--- src/irp_ram.sv ---
// ----------------------------------------------------------------------------
// irp_ram
// generic single-write, single-read memory with registered read data
// ----------------------------------------------------------------------------
module irp_ram #(
    parameter int WIDTH = 8,
    parameter int DEPTH = 16
) (
    input  logic                     aclk,
    input  logic                     wr_en,
    input  logic [$clog2(DEPTH)-1:0] wr_addr,
    input  logic [WIDTH-1:0]         wr_data,
    input  logic                     rd_en,
    input  logic [$clog2(DEPTH)-1:0] rd_addr,
    output logic [WIDTH-1:0]         rd_data
);
    logic [WIDTH-1:0] mem [DEPTH];

    always_ff @(posedge aclk) begin
        if (wr_en) begin
            mem[wr_addr] <= wr_data;
        end
        if (rd_en) begin
            rd_data <= mem[rd_addr];
        end
    end
endmodule

--- config.mk ---
export PLATFORM = sky130hd
export DESIGN_NAME = irp_ram
export DESIGN_NICKNAME = d
export VERILOG_FILES = /design/src/irp_ram.sv
export SDC_FILE = /design/constraint.sdc
export NUM_CORES = 1
export LEC_CHECK = 0
export BUFFER_PORTS_ARGS = -buffer_cell sky130_fd_sc_hd__buf_2
export CAP_MARGIN = 20
export CORE_MARGIN = 5
export CORE_UTILIZATION = 36
export CTS_CLUSTER_SIZE = 24
export DETAILED_ROUTE_END_ITERATION = 16
export GPL_ROUTABILITY_DRIVEN = 0
export MAX_ROUTING_LAYER = met4
export SYNTH_ARGS = -nofsm -noshare
export SYNTH_HDL_FRONTEND = slang
export SYNTH_SLANG_ARGS = --single-unit
--- constraint.sdc ---
create_clock -name aclk -period 2.3 [get_ports aclk]
set_clock_uncertainty 0.05 [all_clocks]
set_input_delay 0.69 -clock aclk [delete_from_list [all_inputs] [get_ports aclk]]
set_output_delay 0.69 -clock aclk [all_outputs]
set_load 0.03 [all_outputs]
# After elaboration in Yosys (flattened, before gate mapping)
# Memory sizes are Yosys's and may differ from the RTL's. A register that Yosys moved wholly into a read port is not among the register bits.
# Cells that the tools add are included.
# op_classes
mux	2
# ops
operator	count
$mux 1	2
# word_totals
reg_bits	0
ramBits	128
word_cells	3
mem_count	1
# memory_table
memory	depth	word_bits	rd	rd_clocked_by_memory_dff	wr	line	source
mem	16	8	1	1	1	17	logic [WIDTH-1:0] mem [DEPTH];

# Depth between registers and ports, before layout
# Gate-level depths: netlist (run 1).
# logic_depth
word_depth	2
ltp_mapped	5

# Worst setup path after synthesis (run 1)
# OpenSTA, ideal clock, no wires.
# synth_path
path_kind	input to register
from	input port wr_addr[2]
to	memory mem[0][0] (enable)
setup_time_ns	0.383
arrival_ns	1.800
required_time_ns	1.867
setup_slack_ns	0.067
path_stages	2
path_cell_list	or3b_2 > nor3_1
# synth_rtl
element	line	source
start: declaration	11	input logic [$clog2(DEPTH)-1:0] wr_addr,
end: declaration	17	
# No word-level cell before the write port.

==> metrics.txt, run 1 <==
synth warn=0; clock-pin slew on the worst setup and hold paths=roughly 0.06 ns; RSZ-0062 raised after global routing=false; reg-to-reg setup timing slack=0.73 ns; CTS Hold Bufs=0; synthesized cell area=5230 um^2; initial antenna violation count=0; FF-to-FF End=rd_data[2]; die area=17,000 um^2; post-DR wirelength/cell=21.6 um; first-pass GRT wire length=15.9 mm; kind of critical path=in -> reg; Cells after Synth=229; Hold Vio Cnt, Final=0; DRT Wirelength=between 10 and 15 mm; share of cells above drive strength 1=32.5%; most common cell after layout, fill and taps aside=edfxtp_1; all-layer global routing usage=13.8%; Worst Path Required=around 2.4 ns; Chip Width=131 um; CTS Root Cell=clkbuf_16; H-Tree Depth=4; Inserted Diodes=0; Mean Syn Cell Area=22.8 um^2; clk sinks=136; syn nets=248; commonest cells after routing, fill and taps aside=edfxtp_1, buf_2, buf_4, mux4_2, clkbuf_16; FP Rows=44; DRT antenna net count=0; clock share of power=around half; Leak=0.00216 uW; Num CTS Buffers=17; Starting DRT DRC Count=238; Seq/Total Area, Yosys=slightly below 80%; CP max FO=11; post-route minimum period=1.96 ns; top cell type by total area after synthesis=edfxtp_1; Least-Margin Pin Slew=0.410 ns; core area=14,400 um^2; Initial Util=36.4%; port buffer count=26; Filler Cell Count=1,201; first-pass iteration count of the detailed router=4; pin count of the biggest net entering global routing=33; CTS resizes=0; # IOs=27; pre-CTS setup slack=-0.0760 ns; path depth of the worst reg2reg path=3; Post-CTS Repair Setup Buffers=0; Sequential Power Share=46.9%; top cells by area, synth=edfxtp_1, mux4_2, mux4_1; Yosys reg bits=136; Power Density=942 nW/um^2; Critical Path End Type=flip-flop; Worst VDD drop=a little under 0.8 mV; Sw Pwr=between 1000 and 1500 uW; Synth-to-Final Area Change=21.7%; max_cap viols=0; via count=between 2,000 and 2,500; Hold Crit Class=in -> reg; Slew HR=72.7%; TritonCTS clock tree=built; residual DRC count=0; vias in the first global route=2,629; Int Pwr=4820 uW; Synth top area share=78.1%; final setup margin=0.337 ns; Post-DP HPWL=6.71 mm; final worst path period share=between 80% and 90%; worst path arrival time=2.06 ns; die height=131 um; Synth cell types=18; Final Non-Filler Cells=486; Critical R2R Launch=mem[3][2]; final setup fails=0; status=complete, no violations; final layout net count=308; Net Sw Frac=between 10% and 20%; worst-skew pair later-pin latency=0.41 ns; CTS max path bufs=2; combinational cell fraction of total power=about 4.8%; fmax=0.510 GHz; startpoint class of the critical path=input pin; CP Capture Point=rd_data[5]; Worst setup startpoint=rd_addr[0]; total gr overflow=0; Placed Cells=454; max-slew violations=0; vias per cell=5.08
per-layer routing:
metal | global-route usage, % | vias to the layer above | wire (um)
met4 | 4.17 | 0 | 91
met5 | - | - | 0
met1 | 19.0 | 1272 | 4740
met3 | 4.02 | 10 | 702
met2 | 19.9 | 81 | 4950
li1 | - | 1105 | -
stage by stage:
step | TNS, ns | hold slack (ns) | instance area [um^2] | power [uW] | utilization, %
floorplan | 0 | 0.655 | 5230 | 3020 | -
global placement | -0.185 | 0.683 | 5730 | 3150 | 39.9
detailed placement | -0.215 | 0.691 | 5730 | 3150 | 39.9
CTS | 0 | 0.604 | 6360 | 6040 | 44.3
global route | 0 | 0.609 | 6360 | 6210 | 44.3
finish | 0 | 0.610 | 6360 | 5990 | 44.3
power groups by stage:
stage	Clock [uW]	Combinational (uW)	Sequential, uW
final	2900	290	2810
after global routing	3080	313	2810
after CTS	2940	294	2810
after detailed placement	0	292	2860
after global placement	0	287	2860
after floorplan	0	141	2880
area by class of cell:
type	instances	area, um^2	share of cell area (%)
well taps	184	230	3.62
clock buffers	18	429	6.75
clock inverters	14	205	3.23
flip-flops and latches	136	4080	64.2
repair buffers	51	355	5.59
multi-input cells	83	1060	16.6
critical path: stages:
cell and delay, ns:
buf_2 0.12, buf_4 0.24, buf_4 0.15, mux4_2 0.51
a22oi_1 0.21, nand2_1 0.13
state kept, by name, summed over array words and instances, names as in the netlist:
name / cells
rd_data: 8
mem: 128
how the worst min path moves through the flow:
stage	startpoint	endpoint	slack (ns)	cells past startpoint
final	wr_data[5]	mem[0][5]	0.61	1
after global routing	rd_en	rd_data[2]	0.61	1
after CTS	wr_data[6]	mem[3][6]	0.60	1
after detailed placement	mem[5][1]	rd_data[1]	0.69	3
after global placement	mem[7][1]	rd_data[1]	0.68	3
after floorplan	mem[7][0]	rd_data[0]	0.65	3
cells in the mapped netlist:
library cell / instances
nor2b_1: 1
clkdlybuf4s25_2: 3
nor3_1: 4
and2b_1: 1
buf_6: 3
nand2b_1: 2
mux4_2: 18
buf_4: 1
nand3b_1: 2
nand2_1: 9
nand3_1: 1
mux4_1: 14
a22oi_1: 16
or3b_2: 1
nor2_1: 13
edfxtp_1: 136
and2_1: 1
buf_2: 3
logic make-up (layout without fill, tap and decap cells):
group                  count (synthesis)  count (layout)  synth area share [%]
muxes                                 32              32                  14.8
AOI/OAI and AO/OA                     16              16                  2.30
and+or+nand+nor                       35              35                  3.14
DFF                                  136             136                  78.1
buffers and inverters                 10              83                  1.65
No activity file was read; power rests on OpenSTA's default activity.
==> run 2, diff against run 1 <==
- CORE_ASPECT_RATIO: not set -> 0.7
==> run 2 against run 1 <==
Die area is 0.23% higher; hold slack worse by 0.00098 ns; first-iteration DRC count is 21% lower; total power is 2.1% lower; cell area is 0.45% higher; core utilization is 1.2 points higher; global-route usage is 0.32 points higher; sequential power hardly changed; fmax is 0.66% higher; flip-flop and latch count stayed put; sequential share of layout area is 0.29 points lower; largest power group is now sequential cells.
==> metrics.txt, run 2 (synthesis gave the netlist of run 1 again) <==
max reg flops=128 (unchanged); first-pass GRT wire length=16.8 mm (+5.4%); kind of critical path=in -> reg; clock-pin slew on the worst setup and hold paths=0.05 ns (about the same); pin count of the biggest net entering global routing=33 (unchanged); largest register by flop count=mem; Hold Vio Cnt, Final=0 (unchanged); Leak=0.00217 uW (+0.36%); max_cap viols=0 (unchanged); all-layer global routing usage=14.1% (+0.32 points); H-Tree Depth=4 (unchanged); cell with the largest stage delay on the worst path=mux4_1; Post-CTS Repair Setup Buffers=0 (unchanged); via count=2,507 (+1.6%); Synth-to-Final Area Change=22.2%; DP Area=5780 um^2 (+0.96%); met3 WL=536 um (-24%); first-pass iteration count of the detailed router=4 (unchanged); FP Rows=36 (-18%); die area=17,100 um^2 (+0.23%); CP cell instances=buf_2 -> buf_12 -> buf_4 -> mux4_1 -> a22oi_1 -> nand2_1; vias in the first global route=2,683 (+2.1%); final setup fails=0 (unchanged); commonest cells after routing, fill and taps aside=edfxtp_1, buf_2, buf_4, mux4_2, clkbuf_16; # IOs=27 (unchanged); most common cell after layout, fill and taps aside=edfxtp_1; worst hold stages=1 (unchanged); M1 WL=5.33 mm (+12%); Starting DRT DRC Count=187 (-21%); max-slew violations=0 (unchanged); Regs by FF count=mem x128, rd_data x8; reg-to-reg setup timing slack=0.73 ns (about the same); worst path arrival time=2.04 ns (-0.02 ns); path depth of the worst reg2reg path=3 (unchanged); DRT antenna net count=0 (unchanged); Inserted Diodes=0 (unchanged); CTS Root Cell=clkbuf_16; Worst path top cell family by delay=multiplexers; Placed Cells=463 (+2.0%); Tot Pwr=5870 uW (-2.1%); Core Util, Final=45.5% (+1.2 points); post-route minimum period=1.95 ns (-0.0129 ns); vias per cell=5.07 (about the same); initial antenna violation count=0 (unchanged); worst-skew pair later-pin latency=0.40 ns (about the same); Slew HR=74.9% (+2.2 points); port buffer count=26 (unchanged); Critical Path End Type=flip-flop; post-DR wirelength/cell=22.2 um (+2.9%); Post-DP HPWL=7.34 mm (+9.4%); Highest Signal Layer=met4; hold_sp=rd_en; Hold Crit Class=in -> reg; WL met2=5.06 mm (+2.3%); CP max FO=18 (+7); die height=111 um (-15%); Critical R2R Launch=mem[9][2]; Least-Margin Pin Slew=0.377 ns (-0.0328 ns); max incr delay on CP=0.55 ns (+0.04 ns); CTS max path bufs=2 (unchanged); status=complete, no violations; Final Non-Filler Cells=494 (+1.6%); DRT Wirelength=11.0 mm (+4.6%); fmax=0.513 GHz (+0.66%); Power Density=919 nW/um^2 (-2.5%); CTS Hold Bufs=0 (unchanged); clk sinks=136 (unchanged); Chip Width=154 um (+18%); post-route cell area=6390 um^2 (+0.45%); total gr overflow=0 (unchanged); CP bufs+invs=3 (unchanged); CTS resizes=0 (unchanged); final layout net count=311 (+0.97%); startpoint class of the critical path=input pin; hold endpoint=rd_data[1]; final worst path period share=84.8% (-0.56 points); Worst Path Required=2.39 ns (about the same); RSZ-0062 raised after global routing=false; TritonCTS clock tree=built; FF-to-FF End=rd_data[2]; Num CTS Buffers=17 (unchanged); residual DRC count=0 (unchanged); Worst VDD drop=0.486 mV (-37%); share of cells above drive strength 1=33.2% (+0.77 points); Fin Setup TNS=0 ns (unchanged); core area=14,100 um^2 (-2.2%); Initial Util=37.2% (+0.82 points)
## run 2: changes by cell type in the layout (fill, tap and decap cells not counted), sizes merged
cell and delta:
clkinvlp +1, clkbuf -1, bufinv -1, buf +3
## run 2: worst register-to-register path, cell delays in order (launching register included)
cell      delay (ns)
edfxtp_1        0.37
mux4_1          0.52
a22oi_1         0.29
nand2_1         0.07
## run 2: worst max-delay path by stage
stage                       endpoint  cells after the start  startpoint
after floorplan            mem[0][0]                      2  wr_addr[2]
after global placement    rd_data[2]                      6  rd_addr[0]
after detailed placement  rd_data[2]                      6  rd_addr[0]
after CTS                 rd_data[2]                      6  rd_addr[0]
after global routing      rd_data[2]                      6  rd_addr[0]
final                     rd_data[2]                      6  rd_addr[0]
## run 2: area by class of cell
class | count | area (um^2)
Fill cell | 1212 | 7660
Timing Repair Buffer | 54 | 403
Tap cell | 190 | 238
Multi-Input combinational cell | 83 | 1060
Clock buffer | 17 | 425
Clock inverter | 14 | 183
Sequential cell | 136 | 4080
## run 2: metal layers
metal / vias up / GRT usage, %
met5: - / -
met4: 0 / 3.88
met3: 4 / 4.06
met2: 57 / 20.2
met1: 1333 / 19.7
li1: 1113 / -
## run 2: per-stage QoR
stage | hold slack, ns | worst slack [ns]
2_1_floorplan | 0.655 | 0.0671
3_3_place_gp | 0.684 | -0.0935
3_5_place_dp | 0.695 | -0.0820
4_1_cts | 0.590 | 0.348
5_1_grt | 0.594 | 0.321
6_report | 0.609 | 0.350
## run 2: where the power goes
part / leakage (uW) / switching [uW] / internal [uW] / total, uW
registers: 0.00124 / 16.1 / 2790 / 2810
clock network: 0.000291 / 960 / 1790 / 2750
logic: 0.000641 / 181 / 126 / 307
