$ cat src/irp_pkg.sv
// ----------------------------------------------------------------------------
// irp_pkg
// shared types, constants and codes of the irprop+ step update block
// ----------------------------------------------------------------------------
package irp_pkg;

    localparam int MAX_PARAMS = 1024;
    localparam int IDX_W      = $clog2(MAX_PARAMS);
    localparam int CNT_W      = $clog2(MAX_PARAMS + 1);
    localparam int SIZE_W     = 30;
    localparam int STEP_W     = 32;
    localparam int FAC_W      = 16;
    localparam int FRAC_W     = 14;
    localparam int QDEPTH     = 2;

    // configuration register indexes
    localparam logic [2:0] CFG_PARAM_COUNT   = 3'd0;
    localparam logic [2:0] CFG_DELTA_INITIAL = 3'd1;
    localparam logic [2:0] CFG_DELTA_FLOOR   = 3'd2;
    localparam logic [2:0] CFG_DELTA_CEILING = 3'd3;
    localparam logic [2:0] CFG_GROW_FACTOR   = 3'd4;
    localparam logic [2:0] CFG_SHRINK_FACTOR = 3'd5;

    // gradient sign codes
    localparam logic [1:0] SIGN_ZERO = 2'd0;
    localparam logic [1:0] SIGN_POS  = 2'd1;
    localparam logic [1:0] SIGN_NEG  = 2'd3;

    typedef enum logic [1:0] {
        BR_GROW   = 2'd0,
        BR_REVERT = 2'd1,
        BR_HOLD   = 2'd2,
        BR_KEEP   = 2'd3
    } branch_t;

    typedef struct packed {
        logic [CNT_W-1:0]  param_count;
        logic [SIZE_W-1:0] delta_initial;
        logic [SIZE_W-1:0] delta_floor;
        logic [SIZE_W-1:0] delta_ceiling;
        logic [FAC_W-1:0]  grow_factor;
        logic [FRAC_W-1:0] shrink_factor;
    } cfg_t;

    // per-coordinate memory line
    typedef struct packed {
        logic [STEP_W-1:0] step;
        logic [1:0]        sign;
        logic [SIZE_W-1:0] size;
    } entry_t;

    localparam int ENTRY_W = $bits(entry_t);

    // classified item handed from front to back
    typedef struct packed {
        logic [1:0]       gsign;
        logic [IDX_W-1:0] idx;
        logic             last;
        logic             started;
        logic             worse;
        entry_t           entry;
    } item_t;

endpackage

$ cat src/irp_front.sv
// ----------------------------------------------------------------------------
// irp_front
// accepts gradients, tracks coordinate/iteration, issues the memory read
// ----------------------------------------------------------------------------
module irp_front (
    input  logic                         aclk,
    input  logic                         aresetn,
    input  irp_pkg::cfg_t                cfg,
    input  logic                         s_tvalid,
    output logic                         s_tready,
    input  logic [63:0]                  s_tdata,
    output logic                         rd_en,
    output logic [irp_pkg::IDX_W-1:0]    rd_addr,
    input  irp_pkg::entry_t              rd_entry,
    input  logic [1:0]                   q_level,
    output logic                         push,
    output irp_pkg::item_t               push_item
);
    import irp_pkg::*;

    logic [IDX_W-1:0]  coord_reg;
    logic              started_reg;
    logic              worse_reg;
    logic signed [31:0] prev_obj_reg;
    logic              s1_valid_reg;
    item_t             s1_item_reg;

    logic              accept;
    logic [CNT_W-1:0]  count_eff;
    logic              last;
    logic              worse_now;
    logic signed [31:0] grad;
    logic signed [31:0] obj;
    logic [1:0]        gsign;

    assign grad = s_tdata[31:0];
    assign obj  = s_tdata[63:32];

    always_comb begin
        if (cfg.param_count == '0) begin
            count_eff = CNT_W'(1);
        end else if (cfg.param_count > CNT_W'(MAX_PARAMS)) begin
            count_eff = CNT_W'(MAX_PARAMS);
        end else begin
            count_eff = cfg.param_count;
        end
    end

    assign last      = ({1'b0, coord_reg} + CNT_W'(1)) >= count_eff;
    assign worse_now = (coord_reg == '0) ? (started_reg && (obj > prev_obj_reg)) : worse_reg;
    assign gsign     = (grad > 0) ? SIGN_POS : ((grad < 0) ? SIGN_NEG : SIGN_ZERO);

    // room for the item in the read stage plus the new one
    assign s_tready = ({1'b0, q_level} + {2'b0, s1_valid_reg}) < 3'(QDEPTH);
    assign accept   = s_tvalid && s_tready;
    assign rd_en    = accept;
    assign rd_addr  = coord_reg;

    always_ff @(posedge aclk) begin
        if (!aresetn) begin
            coord_reg    <= '0;
            started_reg  <= 1'b0;
            worse_reg    <= 1'b0;
            s1_valid_reg <= 1'b0;
        end else begin
            s1_valid_reg <= accept;
            if (accept) begin
                worse_reg <= worse_now;
                if (last) begin
                    coord_reg   <= '0;
                    started_reg <= 1'b1;
                end else begin
                    coord_reg <= coord_reg + IDX_W'(1);
                end
            end
        end
    end

    always_ff @(posedge aclk) begin
        if (accept) begin
            if (coord_reg == '0) begin
                prev_obj_reg <= obj;
            end
            s1_item_reg.gsign   <= gsign;
            s1_item_reg.idx     <= coord_reg;
            s1_item_reg.last    <= last;
            s1_item_reg.started <= started_reg;
            s1_item_reg.worse   <= worse_now;
            s1_item_reg.entry   <= '0;
        end
    end

    assign push = s1_valid_reg;
    always_comb begin
        push_item       = s1_item_reg;
        push_item.entry = rd_entry;
    end
endmodule

$ cat config.mk
export PLATFORM = sky130hd
export DESIGN_NAME = irp_front
export DESIGN_NICKNAME = d
export VERILOG_FILES = /design/src/irp_pkg.sv /design/src/irp_front.sv
export SDC_FILE = /design/constraint.sdc
export NUM_CORES = 1
export LEC_CHECK = 0
export BUFFER_PORTS_ARGS = -buffer_cell sky130_fd_sc_hd__buf_2
export CAP_MARGIN = 20
export CORE_AREA = 10 10 129 131
export CTS_BUF_LIST = sky130_fd_sc_hd__clkbuf_8
export CTS_CLUSTER_DIAMETER = 40
export DETAILED_ROUTE_END_ITERATION = 7
export DIE_AREA = 0 0 139 141
export HOLD_SLACK_MARGIN = 0.06
export SYNTH_ARGS = -nofsm -noshare
export SYNTH_HDL_FRONTEND = slang
export SYNTH_SLANG_ARGS = --single-unit
$ cat constraint.sdc
create_clock -name aclk -period 6.2 [get_ports aclk]
set_input_delay 0.62 -clock aclk [delete_from_list [all_inputs] [get_ports aclk]]
set_output_delay 0.62 -clock aclk [all_outputs]
set_load 0.02 [all_outputs]
* After elaboration in Yosys (flattened, before gate mapping)
Cells that the tools add are included.
** Word-level totals
- Register bits after elaboration :: 60
- Output and inout bits :: 92
- Input bits :: 264
- Word-level logic and storage cells :: 30
** Operators by class
- $add $sub $neg :: 3
- Reductions and logical operators :: 6
- Order comparisons :: 6
- Muxes and demuxes :: 5
** Operators with widths (count)
- greater-than comparator 32 x 1 -> 1 bit (second input constant) :: 1
- greater-than comparator 32 bit :: 1
- < comparator 32 x 1 -> 1 bit (second input constant) :: 1
- two-way mux 11 bit :: 2
- adder 10 x 1 -> 11 bit (second input constant) :: 1
- >= comparator 11 bit :: 1
- greater-than comparator 11 bit (second input constant) :: 1
- zero test 11 bit :: 1
- adder 10 x 1 -> 10 bit (second input constant) :: 1
- zero test 10 bit :: 1
- two-way mux 10 bit :: 1
- AND reduction 2 bit :: 2
- adder 2 x 1 -> 3 bit :: 1
- < comparator 3 x 2 -> 1 bit (second input constant) :: 1
- logical AND 1 bit :: 2
- two-way mux 2 bit :: 1
- two-way mux 1 bit :: 1

* Depth between registers and ports, before layout
- Depth in word-level cells :: 5
- Depth in mapped cells :: 13
- Mapped depth without buffers :: 13

* Worst setup path after synthesis
No wires, ideal clock.
- Kind :: register -> register
- Start :: register coord_reg[0] (netlist: rd_addr[0])
- End :: register s1_item_reg, in the netlist push_item[66] (data pin)
- Buffers on the path :: 0
- Stages on the path, launching flop included :: 12
- Clock period less this slack :: 2905 ps
- Data required time :: 5939 ps
- Path slack :: 3295 ps
- Setup time :: 261 ps
- Data arrival time :: 2644 ps
- Path through :: dfxtp_1 ha_1 nand3_1 nor2_1 and3_1 xor2_1 ha_1 a21o_1 a21o_1 a221o_1 a31oi_4 inv_1
** Between the ends
- Cells in the longest elaborated chain, start to end :: 2
** Ends and longest elaborated chain
- from (decl) :: line irp_front.sv:21 : logic [IDX_W-1:0] coord_reg;
- from (signal assigned) :: line irp_front.sv:73 : coord_reg <= coord_reg + IDX_W'(1);
- adder 10 x 1 -> 11 bit :: line irp_front.sv:49 : assign last = ({1'b0, coord_reg} + CNT_W'(1)) >= count_eff;
- >= comparator 11 bit :: line irp_front.sv:49
- named net last :: line irp_front.sv:30 : logic last;
- to (decl) :: line irp_front.sv:26 : item_t s1_item_reg;
The timed path passes the listed nets, and every way through them passes these cells.
A chain may end at the register's enable or synchronous reset.

* Final worst setup path
- Start :: register coord_reg[0] (netlist: rd_addr[0])
- End :: register coord_reg[0] (netlist: rd_addr[0])
** Between the ends
- Cells in the longest elaborated chain, start to end :: 3
** Ends and longest elaborated chain
- adder 10 x 1 -> 11 bit :: line irp_front.sv:49
- >= comparator 11 bit :: line irp_front.sv:49
- two-way mux 10 bit * :: line irp_front.sv:69 : if (last) begin
Every way passes the cells marked *; elsewhere a longest branch is shown, timed or not.

==> flow_metrics.env <==
export IMPL_max_stage_delay_ns=0.50
export IMPL_setup_tns_ns=0
export IMPL_rsz0062_at_grt="no"
export IMPL_viasPerCell=4.52
export IMPL_num_vias=2723
export IMPL_holdCritStartpoint="s_tdata[38]"
export IMPL_largest_register_ffs=32
export IMPL_post_route_util_pct=29.7
export IMPL_hold_class="in2reg"
export IMPL_max_freq_ghz=0.314
export IMPL_pin_count=356
export IMPL_fin_area_mm2=0.00422
export IMPL_synthFlopType="edfxtp_1"
export IMPL_ys_seq_area_share_pct=44.4
export IMPL_end_kind="flop"
export IMPL_place_area_mm2=0.00406
export IMPL_slew_headroom_pct=71.6
export IMPL_cts_reportedPaths_clkPinSlew_ns=0.08
export IMPL_area_growth_pct=12.1
export IMPL_min_period_ns=3.19
export IMPL_grt_max_degree=33
export IMPL_synth_commonest_cells="buf_4 (64), edfxtp_1 (47), ha_1 (45)"
export IMPL_avgSynthCellArea_um2=10.5
export IMPL_antennaDiodeCount=0
export IMPL_cts_root_buf="clkbuf_8"
export IMPL_slowest_stage="dfxtp_1"
export IMPL_slew_violations=0
export IMPL_synth_simple_area_share_pct=12.6
export IMPL_drive_above_1_share_pct=31.3
export IMPL_grt_pass1_wl_um=17000
export IMPL_crit_path_start="rd_addr[0]"
export IMPL_grt_pass1_vias=2915
export IMPL_hold_viol_final=0
export IMPL_setup_viol=0
export IMPL_crit_arrival_ns=3.46
export IMPL_ys_types=43
export IMPL_run_status="completed"
export IMPL_dp_cells=587
export IMPL_cp_cell_sequence="ha_1, nand3_1, nor2_1, and3_1, xor2_1, ha_1, a21o_1, a21o_1, a221o_1, a31oi_4, o21ai_2, nor2_1"
export IMPL_synth_area_leaders="edfxtp_1 (37%), ha_1 (15%), buf_4 (13%)"
export IMPL_yosys_area_top_type="edfxtp_1"
export IMPL_crit_type="reg2reg"
export IMPL_dr_pass1_iters=4
export IMPL_fp_row_count=44
export IMPL_synth_top_area_share_pct=37.5
export IMPL_fin_cells=603
export IMPL_vdd_drop_max_mv=0.0766
export IMPL_synth_mux_area_share_pct=0
export IMPL_synthesis_area_mm2=0.00377
export IMPL_path_buf_inv=0
export IMPL_drv_cap=0
export IMPL_ant_nets=0
export IMPL_gp_congestion=0.888
export IMPL_grt_overflow_total=0
export IMPL_netlist_instances=360
export IMPL_routed_wl_um=11300
export IMPL_clock_latency_ns=0.35
export IMPL_whs_ns=0.462
export IMPL_p_leak_nw=2.00
export IMPL_antenna_found_initial=0
export IMPL_synth_edf_count=47
export IMPL_clock_sinks=60
export IMPL_io_buffer_count=107
export IMPL_cts_buffers=9
export IMPL_synthAdderAreaFrac_pct=14.9
export IMPL_drt_iter0_drc=159
export IMPL_r2r_start="rd_addr[0]"
export IMPL_clockBufferDepth=2
export IMPL_die_area_mm2=0.0196
export IMPL_cts_tree="done"
export IMPL_synth_most_common_cell="buf_4"
export IMPL_critical_path_top_delay_family="compound AO/OA/AOI/OAI gates"
export IMPL_skew_ns=0.0140
export IMPL_crit_fanout=9
export IMPL_ys_ff_latch=60
export IMPL_synth_warnings=0
export IMPL_cts_hold_buffers=0
export IMPL_core_mm2=0.0142
export IMPL_cts_setup_buffers=0
export IMPL_die_height_um=141
export IMPL_wl_per_cell_um=18.8
export IMPL_worstPathRequired_ns=6.47
export IMPL_grt_use_total_pct=11.2
export IMPL_syn_nets=669
export IMPL_synth_top_family_by_area="buffers and inverters"
export IMPL_r2r_setup_slack_ns=3.01
export IMPL_powerDensity_mw_per_mm2=208
export IMPL_cts_htree_levels=3
export IMPL_cts_resized_gates=0
export IMPL_worst_slew_pin_slew_ns=0.426
export IMPL_hpwl_um=9580
export IMPL_synth_xor_area_share_pct=3.92
export IMPL_start_util_pct=26.5
export IMPL_drc=0
export IMPL_post_route_period_util_pct=51.4
export IMPL_crit_path_start_kind="flop"
export IMPL_nNetsFinal=723
export IMPL_async_reset_ff_share_pct=0
export IMPL_die_w_um=139
export IMPL_synth_compound_area_share_pct=7.17
-- power breakdown --
| part | switching (mW) | internal, mW |
|---|---|---|
| Sequential | 0.00530 | 0.451 |
| Clock | 0.152 | 0.149 |
| Combinational | 0.0689 | 0.0515 |
| Total | 0.227 | 0.651 |
-- final cells by class --
| cell class | count | area [µm²] |
|---|---|---|
| tap | 184 | 230 |
| sequential | 60 | 1670 |
| clock buffer | 10 | 138 |
| clock inverter | 6 | 25.0 |
| inverter | 40 | 150 |
| timing repair buffer | 109 | 551 |
| multi-input combinational | 194 | 1460 |
| fill | 1494 | 9980 |
-- final timing paths --
kind	endpoint	cells past startpoint
worst max register to register	rd_addr[0]	12
worst min register to register	worse_reg	2
worst max-delay path	rd_addr[0]	12
worst min-delay path	prev_obj_reg[6]	1
-- worst register-to-register path: stages, from the launching register on --
cell	delay, ns
dfxtp_1	0.50
ha_1	0.26
nand3_1	0.17
nor2_1	0.24
and3_1	0.25
xor2_1	0.19
ha_1	0.27
a21o_1	0.17
a21o_1	0.19
a221o_1	0.39
a31oi_4	0.20
o21ai_2	0.16
nor2_1	0.14
-- cells by family after synthesis --
kind of cell	count (synthesis)
xor gates and xnor gates	16
AOI/OAI and AO/OA	41
DFF	60
adders and majority gates	45
and+or+nand+nor	92
buffers and inverters	106
-- layer usage --
| layer | vias to the layer above | global-route usage, % | wire length (µm) |
|---|---|---|---|
| met3 | 50 | 8.26 | 1860 |
| li1 | 1306 | - | - |
| met1 | 1217 | 11.1 | 4160 |
| met4 | 0 | 5.16 | 405 |
| met2 | 150 | 17.2 | 4900 |
| met5 | - | 0 | 0 |
-- per-stage QoR --
step                power, mW  setup slack, ns
CTS                     0.894             2.97
global placement        0.582             3.11
finish                  0.878             3.01
floorplan               0.590             3.30
detailed placement      0.587             2.99
global route            0.929             2.70
-- placed cells by master, fill, tap and decap left out, drive strengths merged, types with 10 or more instances in the layout --
cell type  Yosys  layout
edfxtp        47      47
ha            45      45
nand2         29      29
dfxtp         13      13
a21oi         18      18
inv           39      42
xor2          12      12
buf           65     109
clkbuf         1      10
nand3         10      10
nor4          12      12
nor2          16      16
(Power assumes the default switching activity.)
