File: config.mk
export PLATFORM = sky130hd
export DESIGN_NAME = irp_queue
export DESIGN_NICKNAME = d
export VERILOG_FILES = /design/src/irp_pkg.sv /design/src/irp_queue.sv
export SDC_FILE = /design/constraint.sdc
export NUM_CORES = 1
export LEC_CHECK = 0
export BUFFER_PORTS_ARGS = -buffer_cell sky130_fd_sc_hd__clkbuf_2
export CAP_MARGIN = 25
export CORE_MARGIN = 2
export CORE_UTILIZATION = 47
export CTS_CLUSTER_SIZE = 8
export DETAILED_ROUTE_END_ITERATION = 12
export PLACE_DENSITY_LB_ADDON = 0.25
export SYNTH_ARGS = -nofsm -noshare
export SYNTH_HDL_FRONTEND = slang
export SYNTH_SLANG_ARGS = --single-unit
File: constraint.sdc
create_clock -name aclk -period 4.6 [get_ports aclk]
set_input_delay 0.46 -clock aclk [delete_from_list [all_inputs] [get_ports aclk]]
set_output_delay 0.46 -clock aclk [all_outputs]
set_load 0.005 [all_outputs]
File: src/irp_pkg.sv
// ----------------------------------------------------------------------------
// irp_pkg
// shared types, constants and codes of the irprop+ step update block
// ----------------------------------------------------------------------------
package irp_pkg;

    localparam int MAX_PARAMS = 1024;
    localparam int IDX_W      = $clog2(MAX_PARAMS);
    localparam int CNT_W      = $clog2(MAX_PARAMS + 1);
    localparam int SIZE_W     = 30;
    localparam int STEP_W     = 32;
    localparam int FAC_W      = 16;
    localparam int FRAC_W     = 14;
    localparam int QDEPTH     = 2;

    // configuration register indexes
    localparam logic [2:0] CFG_PARAM_COUNT   = 3'd0;
    localparam logic [2:0] CFG_DELTA_INITIAL = 3'd1;
    localparam logic [2:0] CFG_DELTA_FLOOR   = 3'd2;
    localparam logic [2:0] CFG_DELTA_CEILING = 3'd3;
    localparam logic [2:0] CFG_GROW_FACTOR   = 3'd4;
    localparam logic [2:0] CFG_SHRINK_FACTOR = 3'd5;

    // gradient sign codes
    localparam logic [1:0] SIGN_ZERO = 2'd0;
    localparam logic [1:0] SIGN_POS  = 2'd1;
    localparam logic [1:0] SIGN_NEG  = 2'd3;

    typedef enum logic [1:0] {
        BR_GROW   = 2'd0,
        BR_REVERT = 2'd1,
        BR_HOLD   = 2'd2,
        BR_KEEP   = 2'd3
    } branch_t;

    typedef struct packed {
        logic [CNT_W-1:0]  param_count;
        logic [SIZE_W-1:0] delta_initial;
        logic [SIZE_W-1:0] delta_floor;
        logic [SIZE_W-1:0] delta_ceiling;
        logic [FAC_W-1:0]  grow_factor;
        logic [FRAC_W-1:0] shrink_factor;
    } cfg_t;

    // per-coordinate memory line
    typedef struct packed {
        logic [STEP_W-1:0] step;
        logic [1:0]        sign;
        logic [SIZE_W-1:0] size;
    } entry_t;

    localparam int ENTRY_W = $bits(entry_t);

    // classified item handed from front to back
    typedef struct packed {
        logic [1:0]       gsign;
        logic [IDX_W-1:0] idx;
        logic             last;
        logic             started;
        logic             worse;
        entry_t           entry;
    } item_t;

endpackage

File: src/irp_queue.sv
// ----------------------------------------------------------------------------
// irp_queue
// two-entry queue between front and back
// ----------------------------------------------------------------------------
module irp_queue (
    input  logic            aclk,
    input  logic            aresetn,
    input  logic            push,
    input  irp_pkg::item_t  push_item,
    input  logic            pop,
    output logic            not_empty,
    output irp_pkg::item_t  head,
    output logic [1:0]      level_after_pop
);
    import irp_pkg::*;

    item_t      slot_reg [QDEPTH];
    logic       wptr_reg;
    logic       rptr_reg;
    logic [1:0] cnt_reg;

    assign not_empty       = cnt_reg != '0;
    assign head            = slot_reg[rptr_reg];
    assign level_after_pop = cnt_reg - {1'b0, pop};

    always_ff @(posedge aclk) begin
        if (!aresetn) begin
            wptr_reg <= 1'b0;
            rptr_reg <= 1'b0;
            cnt_reg  <= '0;
        end else begin
            if (push) begin
                wptr_reg <= ~wptr_reg;
            end
            if (pop) begin
                rptr_reg <= ~rptr_reg;
            end
            cnt_reg <= cnt_reg + {1'b0, push} - {1'b0, pop};
        end
    end

    always_ff @(posedge aclk) begin
        if (push) begin
            slot_reg[wptr_reg] <= push_item;
        end
    end
endmodule

Word-level counts from Yosys, hierarchy flattened. Memories as Yosys holds them, arrays and structs flattened. A register that Yosys moved wholly into a read port is not among the register bits. Cells that the tools add are included.

Memories: 1. Output and inout bits: 82. Bits of input ports: 83. Register bits after elaboration: 4. Bits in writable memories: 158.

Memory list: slot_reg (words 2, bits a word 79, rd ports 1, clocked after memory_dff 1, wr ports 1, RTL line irp_queue.sv:17) `item_t slot_reg [QDEPTH];`.

Multiplexer cells: 4. $add $sub $neg: 3. Reduce and logical (&&, ||, !) cells: 1. Bitwise operators: 2.

Operators with widths (number): 2-to-1 mux 1 bit (4); subtractor 2 x 1 -> 2 bit (2); adder 2 x 1 -> 2 bit (1); NOT 1 bit (2); nonzero test 2 bit (1).

Logic depth before layout (Yosys ltp). Gate-level depths: netlist of run 1.

Depth after elaboration: 3. Gate-level depth with buffers: 6. Depth with buffers taken out: 6.

Worst setup path after synthesis of run 1. OpenSTA, ideal clock, no wires.

Path kind: input port to flip-flop. From: input port push. To: memory slot_reg[0][0] (netlist bit), enable pin. Arrival: 3946 ps. Setup time: 527 ps. Stages on the path: 1. Setup slack: 127 ps. Data required time: 4073 ps. Cells stage by stage: nor2b_1.

Cells in the longest elaborated chain, start to end: 2.

Ends and longest elaborated chain: start, declared (RTL line irp_queue.sv:8) `input logic push,`; 2-to-1 mux 1 bit (RTL line irp_queue.sv:43) `if (push) begin`; 2-to-1 mux 1 bit (not written as such) (RTL line irp_queue.sv:44) `slot_reg[wptr_reg] <= push_item;`; end, declared (RTL line irp_queue.sv:17).

No other way between the ends.

==> impl_metrics.env, run 1 <==
export IMPL_status="finished clean"
export IMPL_drive_gt1_frac=0.6114
export IMPL_core_region_area_um2=12520
export IMPL_synth_simple_area_share=0.009032
export IMPL_ys_ff_latch=163
export IMPL_hold_slack_ps=232.5
export IMPL_cts_tree="built"
export IMPL_final_setup_viol_count=0
export IMPL_vias=3013
export IMPL_worst_pin_slew_ps=590.3
export IMPL_wl_met1_um=4043
export IMPL_die_area_um2=13590
export IMPL_endpoint_kind="output pin"
export IMPL_multi_input_area_um2=1051
export IMPL_ant_nets=0
export IMPL_grt_pass1_vias=3067
export IMPL_drt_total_wl_um=10040
export IMPL_setup_tns_ps=0
export IMPL_drt_pre_antenna_iters=4
export IMPL_critPathKind="reg2out"
export IMPL_antenna_found_initial=0
export IMPL_finalCriticalPeriod_ps=2457
export IMPL_first_iter_violations=122
export IMPL_yosys_area_share_xor_xnor=0.002941
export IMPL_cts_root_buf="clkbuf_16"
export IMPL_synth_distinct_cells=16
export IMPL_period_share=0.5341
export IMPL_p_total_uw=3554
export IMPL_fin_nets=531
export IMPL_layout_cells_non_filler=630
export IMPL_post_cts_buffers=0
export IMPL_hold_class="in2reg"
export IMPL_wl_met3_um=884
export IMPL_io_buffers=164
export IMPL_hold_viol=0
export IMPL_drc_errors=0
export IMPL_grt_total_usage=0.1498
export IMPL_fmax_mhz=407.0
export IMPL_cap_violations=0
export IMPL_clock_sinks=163
export IMPL_cts_clk_slew_worst_paths_ps=60
export IMPL_start_util=0.4759
export IMPL_dp_cells=599
export IMPL_overflow=0
export IMPL_yosys_warnings=0
export IMPL_dr_max_layer_used="met4"
export IMPL_antennaDiodeCount=0
export IMPL_cts_resized=0
export IMPL_fillers=928
export IMPL_seq_power_share=0.492
export IMPL_power_clock_fraction=0.421
export IMPL_maxSlewViolCount=0
export IMPL_io_pins=165
export IMPL_combPwrFrac=0.087
export IMPL_fin_worst_skew_ps=4.254
export IMPL_cellLeakagePower_uw=0.002954
export IMPL_synth_compound_area_frac=0.001260
export IMPL_synthAdderAreaFrac=0.004201
export IMPL_slew_headroom=0.6065
export IMPL_crit_path_max_fanout=43
export IMPL_chipWidth_um=116.6
export IMPL_fin_ws_ps=2143
export IMPL_synthMuxAreaShare=0.1573
export IMPL_syn_area_per_cell_um2=22.23
export IMPL_post_place_ws_ps=2557
export IMPL_cts_buffers=17
export IMPL_htreeDepth=4
export IMPL_rows=41
export IMPL_gp_congestion=0.6840
export IMPL_p_int_uw=2846
export IMPL_grt_max_degree=50
export IMPL_hpwl_um=6401
export IMPL_dieHeight_um=116.6
export IMPL_seqCellArea_um2=4848
export IMPL_wire_per_inst_um=15.93
export IMPL_area_growth_pct=28.84
export IMPL_seq_area_frac_synth=0.8133
export IMPL_grt_first_pass_wirelength_um=14840
export IMPL_wl_met2_um=4955
export IMPL_clk_path_buf_depth=2
export IMPL_synth_fp_nets=353
export IMPL_peakVddDrop_v=0.0003036
export IMPL_insertion_delay_ps=410
export IMPL_arrival_ps=2000
export IMPL_p_per_area_nw_per_um2=463.0
export IMPL_synth_top_family_by_area="multiplexers"
export IMPL_postCtsHoldBufs=0
export IMPL_rsz0062_at_grt="no"
export IMPL_switchingPower_uw=707.9
export IMPL_vias_per_cell=4.783
export IMPL_largest_reg_flops=158
export IMPL_syn_inst=268
export IMPL_crit_required_ps=4140
export IMPL_startpoint_type="flip-flop"
export IMPL_netlist_area_um2=5957
export IMPL_switching_share=0.1992
## layer usage
layer | up-vias | track usage
li1 | 1423 | -
met1 | 1464 | 0.1745
met2 | 114 | 0.2430
met3 | 12 | 0.06020
met4 | 0 | 0.07294
met5 | - | 0
## metrics by stage
stage               utilization  cell area (µm²)
detailed placement       0.5623             7038
finish                   0.6132             7675
global placement         0.5563             6963
global route             0.6132             7675
floorplan                     -             5957
CTS                      0.6132             7675
## critical path: stages, from the launching register on
cell	delay, ps
dfxtp_4	730
buf_16	290
mux2_2	390
clkbuf_2	120
## final timing paths
check	startpoint	to	slack (ps)	cells after the start
worst max-delay path	flip-flop	head[0]	2140	3
worst min register to register	rptr_reg	flip-flop	590	2
worst min-delay path	push_item[54]	slot_reg[1][54]	230	1
worst max register to register	wptr_reg	slot_reg[1][74]	3060	2
## cells by family after synthesis
| family | Yosys count |
|---|---|
| AO/OA/AOI/OAI | 1 |
| AND/OR/NAND/NOR | 9 |
| adder cells (fa/ha/maj) | 2 |
| buffers and inverters | 11 |
| XOR/XNOR | 2 |
| flip-flops | 163 |
| multiplexers | 80 |
## layout make-up
class / count / share of cell area
clock inverters: 14 / 0.02755
repair buffers: 168 / 0.1193
well taps: 172 / 0.02804
flip-flops and latches: 163 / 0.6317
inverters: 2 / 0.0009782
clock buffers: 17 / 0.05543
multi-input cells: 94 / 0.1369
## placed cells by master, fill, tap and decap left out, drive strengths merged
master	count
clkbuf	181
edfxtp	158
mux2	79
bufinv	5
dfxtp	5
clkinv	5
and2	4
buf	4
clkinvlp	3
inv	3
xor2	2
ha	2
nor2b	2
or2	1
o21a	1
nand2	1
nand2b	1
mux2i	1
## cell usage after synthesis
library cell / n / area share
edfxtp_1: 158 / 0.80
mux2_2: 69 / 0.13
mux2_4: 10 / 0.025
buf_2: 6 / 0.0050
dfxtp_1: 5 / 0.017
and2_1: 4 / 0.0042
buf_6: 3 / 0.0057
ha_1: 2 / 0.0042
inv_1: 2 / 0.0013
nor2b_1: 2 / 0.0021
xor2_1: 2 / 0.0029
mux2i_1: 1 / 0.0017
nand2_1: 1 / 0.00063
nand2b_1: 1 / 0.0011
o21a_1: 1 / 0.0013
or2_2: 1 / 0.0011
## power by group through the flow
| stage | combinational, µW | sequential [µW] | clock [µW] |
|---|---|---|---|
| 6_report | 310 | 1750 | 1500 |
| 5_1_grt | 343 | 1760 | 1580 |
| 4_1_cts | 317 | 1750 | 1530 |
| 3_5_place_dp | 315 | 1780 | 0 |
| 3_3_place_gp | 286 | 1790 | 0 |
| 2_1_floorplan | 173 | 1770 | 0 |
No activity file was read; power rests on OpenSTA's default activity.
==> run 2, diff against run 1 <==
--- a/config.mk
+++ b/config.mk
@@ -5,10 +5,11 @@
 export SDC_FILE = /design/constraint.sdc
 export NUM_CORES = 1
 export LEC_CHECK = 0
+export ABC_AREA = 1
 export BUFFER_PORTS_ARGS = -buffer_cell sky130_fd_sc_hd__clkbuf_2
 export CAP_MARGIN = 25
 export CORE_MARGIN = 2
-export CORE_UTILIZATION = 47
+export CORE_UTILIZATION = 52
 export CTS_CLUSTER_SIZE = 8
 export DETAILED_ROUTE_END_ITERATION = 12
 export PLACE_DENSITY_LB_ADDON = 0.25
==> constraint.sdc (replaced) <==
create_clock -name aclk -period 2.4 [get_ports aclk]
set_input_delay 0.24 -clock aclk [delete_from_list [all_inputs] [get_ports aclk]]
set_output_delay 0.24 -clock aclk [all_outputs]
set_load 0.005 [all_outputs]
==> impl_metrics.env, run 2 <==
export IMPL_drc_errors=0
export IMPL_critPathKind="reg2out"
export IMPL_synth_area_top_cells="edfxtp_1 80%, mux2_2 13%, mux2_4 2.5%"
export IMPL_final_common_cell="clkbuf_2"
export IMPL_grt_first_pass_wirelength_um=16280
export IMPL_p_per_area_nw_per_um2=836.6
export IMPL_final_util=0.6713
export IMPL_synth_edff_count=158
export IMPL_grtUsageMet2=0.2945
export IMPL_syn_inst=281
export IMPL_cpPeakStageDelay_ps=640
export IMPL_arrival_ps=1850
export IMPL_synth_top_area_cell="edfxtp_1"
export IMPL_globalRouteMet3Util=0.06288
export IMPL_gp_congestion=0.6987
export IMPL_crit_path_max_fanout=29
export IMPL_layout_common_cells="164 x clkbuf_2, 158 x edfxtp_1, 69 x mux2_2"
export IMPL_hpwl_um=6947
export IMPL_cts_resized=0
export IMPL_core_region_area_um2=11320
export IMPL_worst_pin_slew_ps=618.1
export IMPL_finalCriticalPeriod_ps=2094
export IMPL_yosys_area_top_type_share=0.7951
export IMPL_htreeDepth=4
export IMPL_hold_viol=0
export IMPL_cellLeakagePower_uw=0.002970
export IMPL_slowest_stage="dfxtp_4"
export IMPL_slew_headroom=0.5880
export IMPL_use_met1=0.2072
export IMPL_largest_reg_flops=158
export IMPL_crit_required_ps=2160
export IMPL_antennaDiodeCount=0
export IMPL_fmax_mhz=477.6
export IMPL_fin_worst_skew_ps=4.544
export IMPL_p_total_uw=6358
export IMPL_period_share=0.8724
export IMPL_clk_path_buf_depth=2
export IMPL_start_util=0.5271
export IMPL_yosysMostFrequentCell="edfxtp_1"
export IMPL_peakVddDrop_v=0.0005173
export IMPL_cp_cell_sequence="buf_4 > mux2_2 > clkbuf_2"
export IMPL_synth_fp_nets=366
export IMPL_chipWidth_um=111.1
export IMPL_cts_buffers=17
export IMPL_maxSlewViolCount=0
export IMPL_synth_distinct_cells=11
export IMPL_vias_per_cell=5.051
export IMPL_netlist_top_cells_count="158 x edfxtp_1, 69 x mux2_2, 12 x nand2_1, 10 x mux2_4, 8 x nor2_1"
export IMPL_synth_top_flop_cell="edfxtp_1"
export IMPL_cts_root_buf="clkbuf_16"
export IMPL_drt_pre_antenna_iters=4
export IMPL_cts_tree="built"
export IMPL_vias=3152
export IMPL_grt_busiest_layer="met2"
export IMPL_rsz0062_at_grt="no"
export IMPL_insertion_delay_ps=410
export IMPL_die_area_um2=12350
export IMPL_drt_total_wl_um=10590
export IMPL_io_buffers=164
export IMPL_synth_async_sr_flop_share=0
export IMPL_fillers=790
export IMPL_rows=39
export IMPL_io_pins=165
export IMPL_status="finished clean"
export IMPL_min_path_cells=1
export IMPL_grt_pass1_vias=3348
export IMPL_yosys_warnings=0
export IMPL_grt_max_degree=45
export IMPL_final_setup_viol_count=0
export IMPL_syn_area_per_cell_um2=21.23
export IMPL_area_growth_pct=27.36
export IMPL_first_iter_violations=137
export IMPL_cts_clk_slew_worst_paths_ps=60
export IMPL_post_cts_buffers=0
export IMPL_hold_class="in2reg"
export IMPL_grt_total_usage=0.1740
export IMPL_overflow=0
export IMPL_cap_violations=0
export IMPL_seq_area_frac_synth=0.8119
export IMPL_clock_sinks=163
export IMPL_startpoint_type="flip-flop"
export IMPL_ant_nets=0
export IMPL_ys_ff_latch=163
export IMPL_antenna_found_initial=0
export IMPL_drive_gt1_frac=0.5821
export IMPL_wire_per_inst_um=16.96
export IMPL_endpoint_kind="output pin"
export IMPL_dieHeight_um=111.1
export IMPL_r2r_cells=3
export IMPL_netlist_area_um2=5967
export IMPL_fin_nets=553
## run 2: cell types whose count changed in the layout (fill, tap and decap cells not counted), moves of 2 or more
cell / before / now
nand2_1: 1 / 12
nor2_1: 0 / 7
dlygate4sd3_1: 0 / 6
buf_4: 0 / 5
bufinv_16: 5 / 1
clkinv_4: 2 / 6
inv_1: 2 / 6
and2_1: 3 / 0
buf_16: 2 / 0
clkbuf_1: 0 / 2
xor2_1: 2 / 0
## run 2: what timing repair did
item,CTS,global route
hold buffers,6,0
endpoints found under the setup margin,0,0
endpoints found under the hold margin,10,0
## run 2: layout make-up
| class | count | area (µm²) | share of cell area |
|---|---|---|---|
| Timing Repair Buffer | 177 | 958.4 | 0.1261 |
| Clock buffer | 19 | 432.9 | 0.05696 |
| Multi-Input combinational cell | 102 | 1040 | 0.1368 |
| Inverter | 7 | 27.53 | 0.003622 |
| Tap cell | 143 | 178.9 | 0.02354 |
| Sequential cell | 163 | 4848 | 0.6380 |
| Clock inverter | 13 | 113.9 | 0.01498 |
## run 2: kinds of logic (layout without fill, tap and decap cells)
family	after synthesis	count (layout)	share of synthesized area
flops	163	163	0.8119
mux	79	79	0.1554
simple gates	21	21	0.01342
buf+inv	16	216	0.01510
fa+ha+maj	2	2	0.004193
## run 2: critical path: cells and delay by family (launching register included)
family / cells / cell delay [ps]
flip-flops: 1 / 640
multiplexers: 1 / 360
buffers and inverters: 2 / 420
## run 2: worst paths after layout
path            startpoint         endpoint  slack, ps
min reg2reg       rptr_reg        flip-flop        520
max reg2reg       wptr_reg   slot_reg[1][3]        840
min          push_item[72]  slot_reg[0][72]         20
max              flip-flop         head[36]        310
## run 2: power breakdown
group	internal [µW]	switching [µW]	total [µW]	leakage [µW]
Clock	1420	1040	2460	0.000260
Sequential	3290	52.5	3350	0.00153
Combinational	290	259	549	0.00119
Total	5010	1350	6360	0.00297
## run 2: stage by stage
stage | setup slack, ps | TNS (ps) | hold slack, ps | area [µm²] | std cells
final | 306.1 | 0 | 21.46 | 7600 | 624
after global routing | 214.1 | 0 | 0.1075 | 7600 | 624
after floorplan | -30.55 | -2413 | 333.5 | 5974 | 281
after CTS | 249.5 | 0 | 0.7048 | 7600 | 624
after global placement | 742.1 | 0 | 428.2 | 6993 | 586
after detailed placement | 705.8 | 0 | 433.5 | 6993 | 586
## run 2: metal layers
layer,up-vias,share of wire
met2,142,0.51
li1,1467,-
met5,-,0
met1,1530,0.39
met4,0,0.012
met3,13,0.088
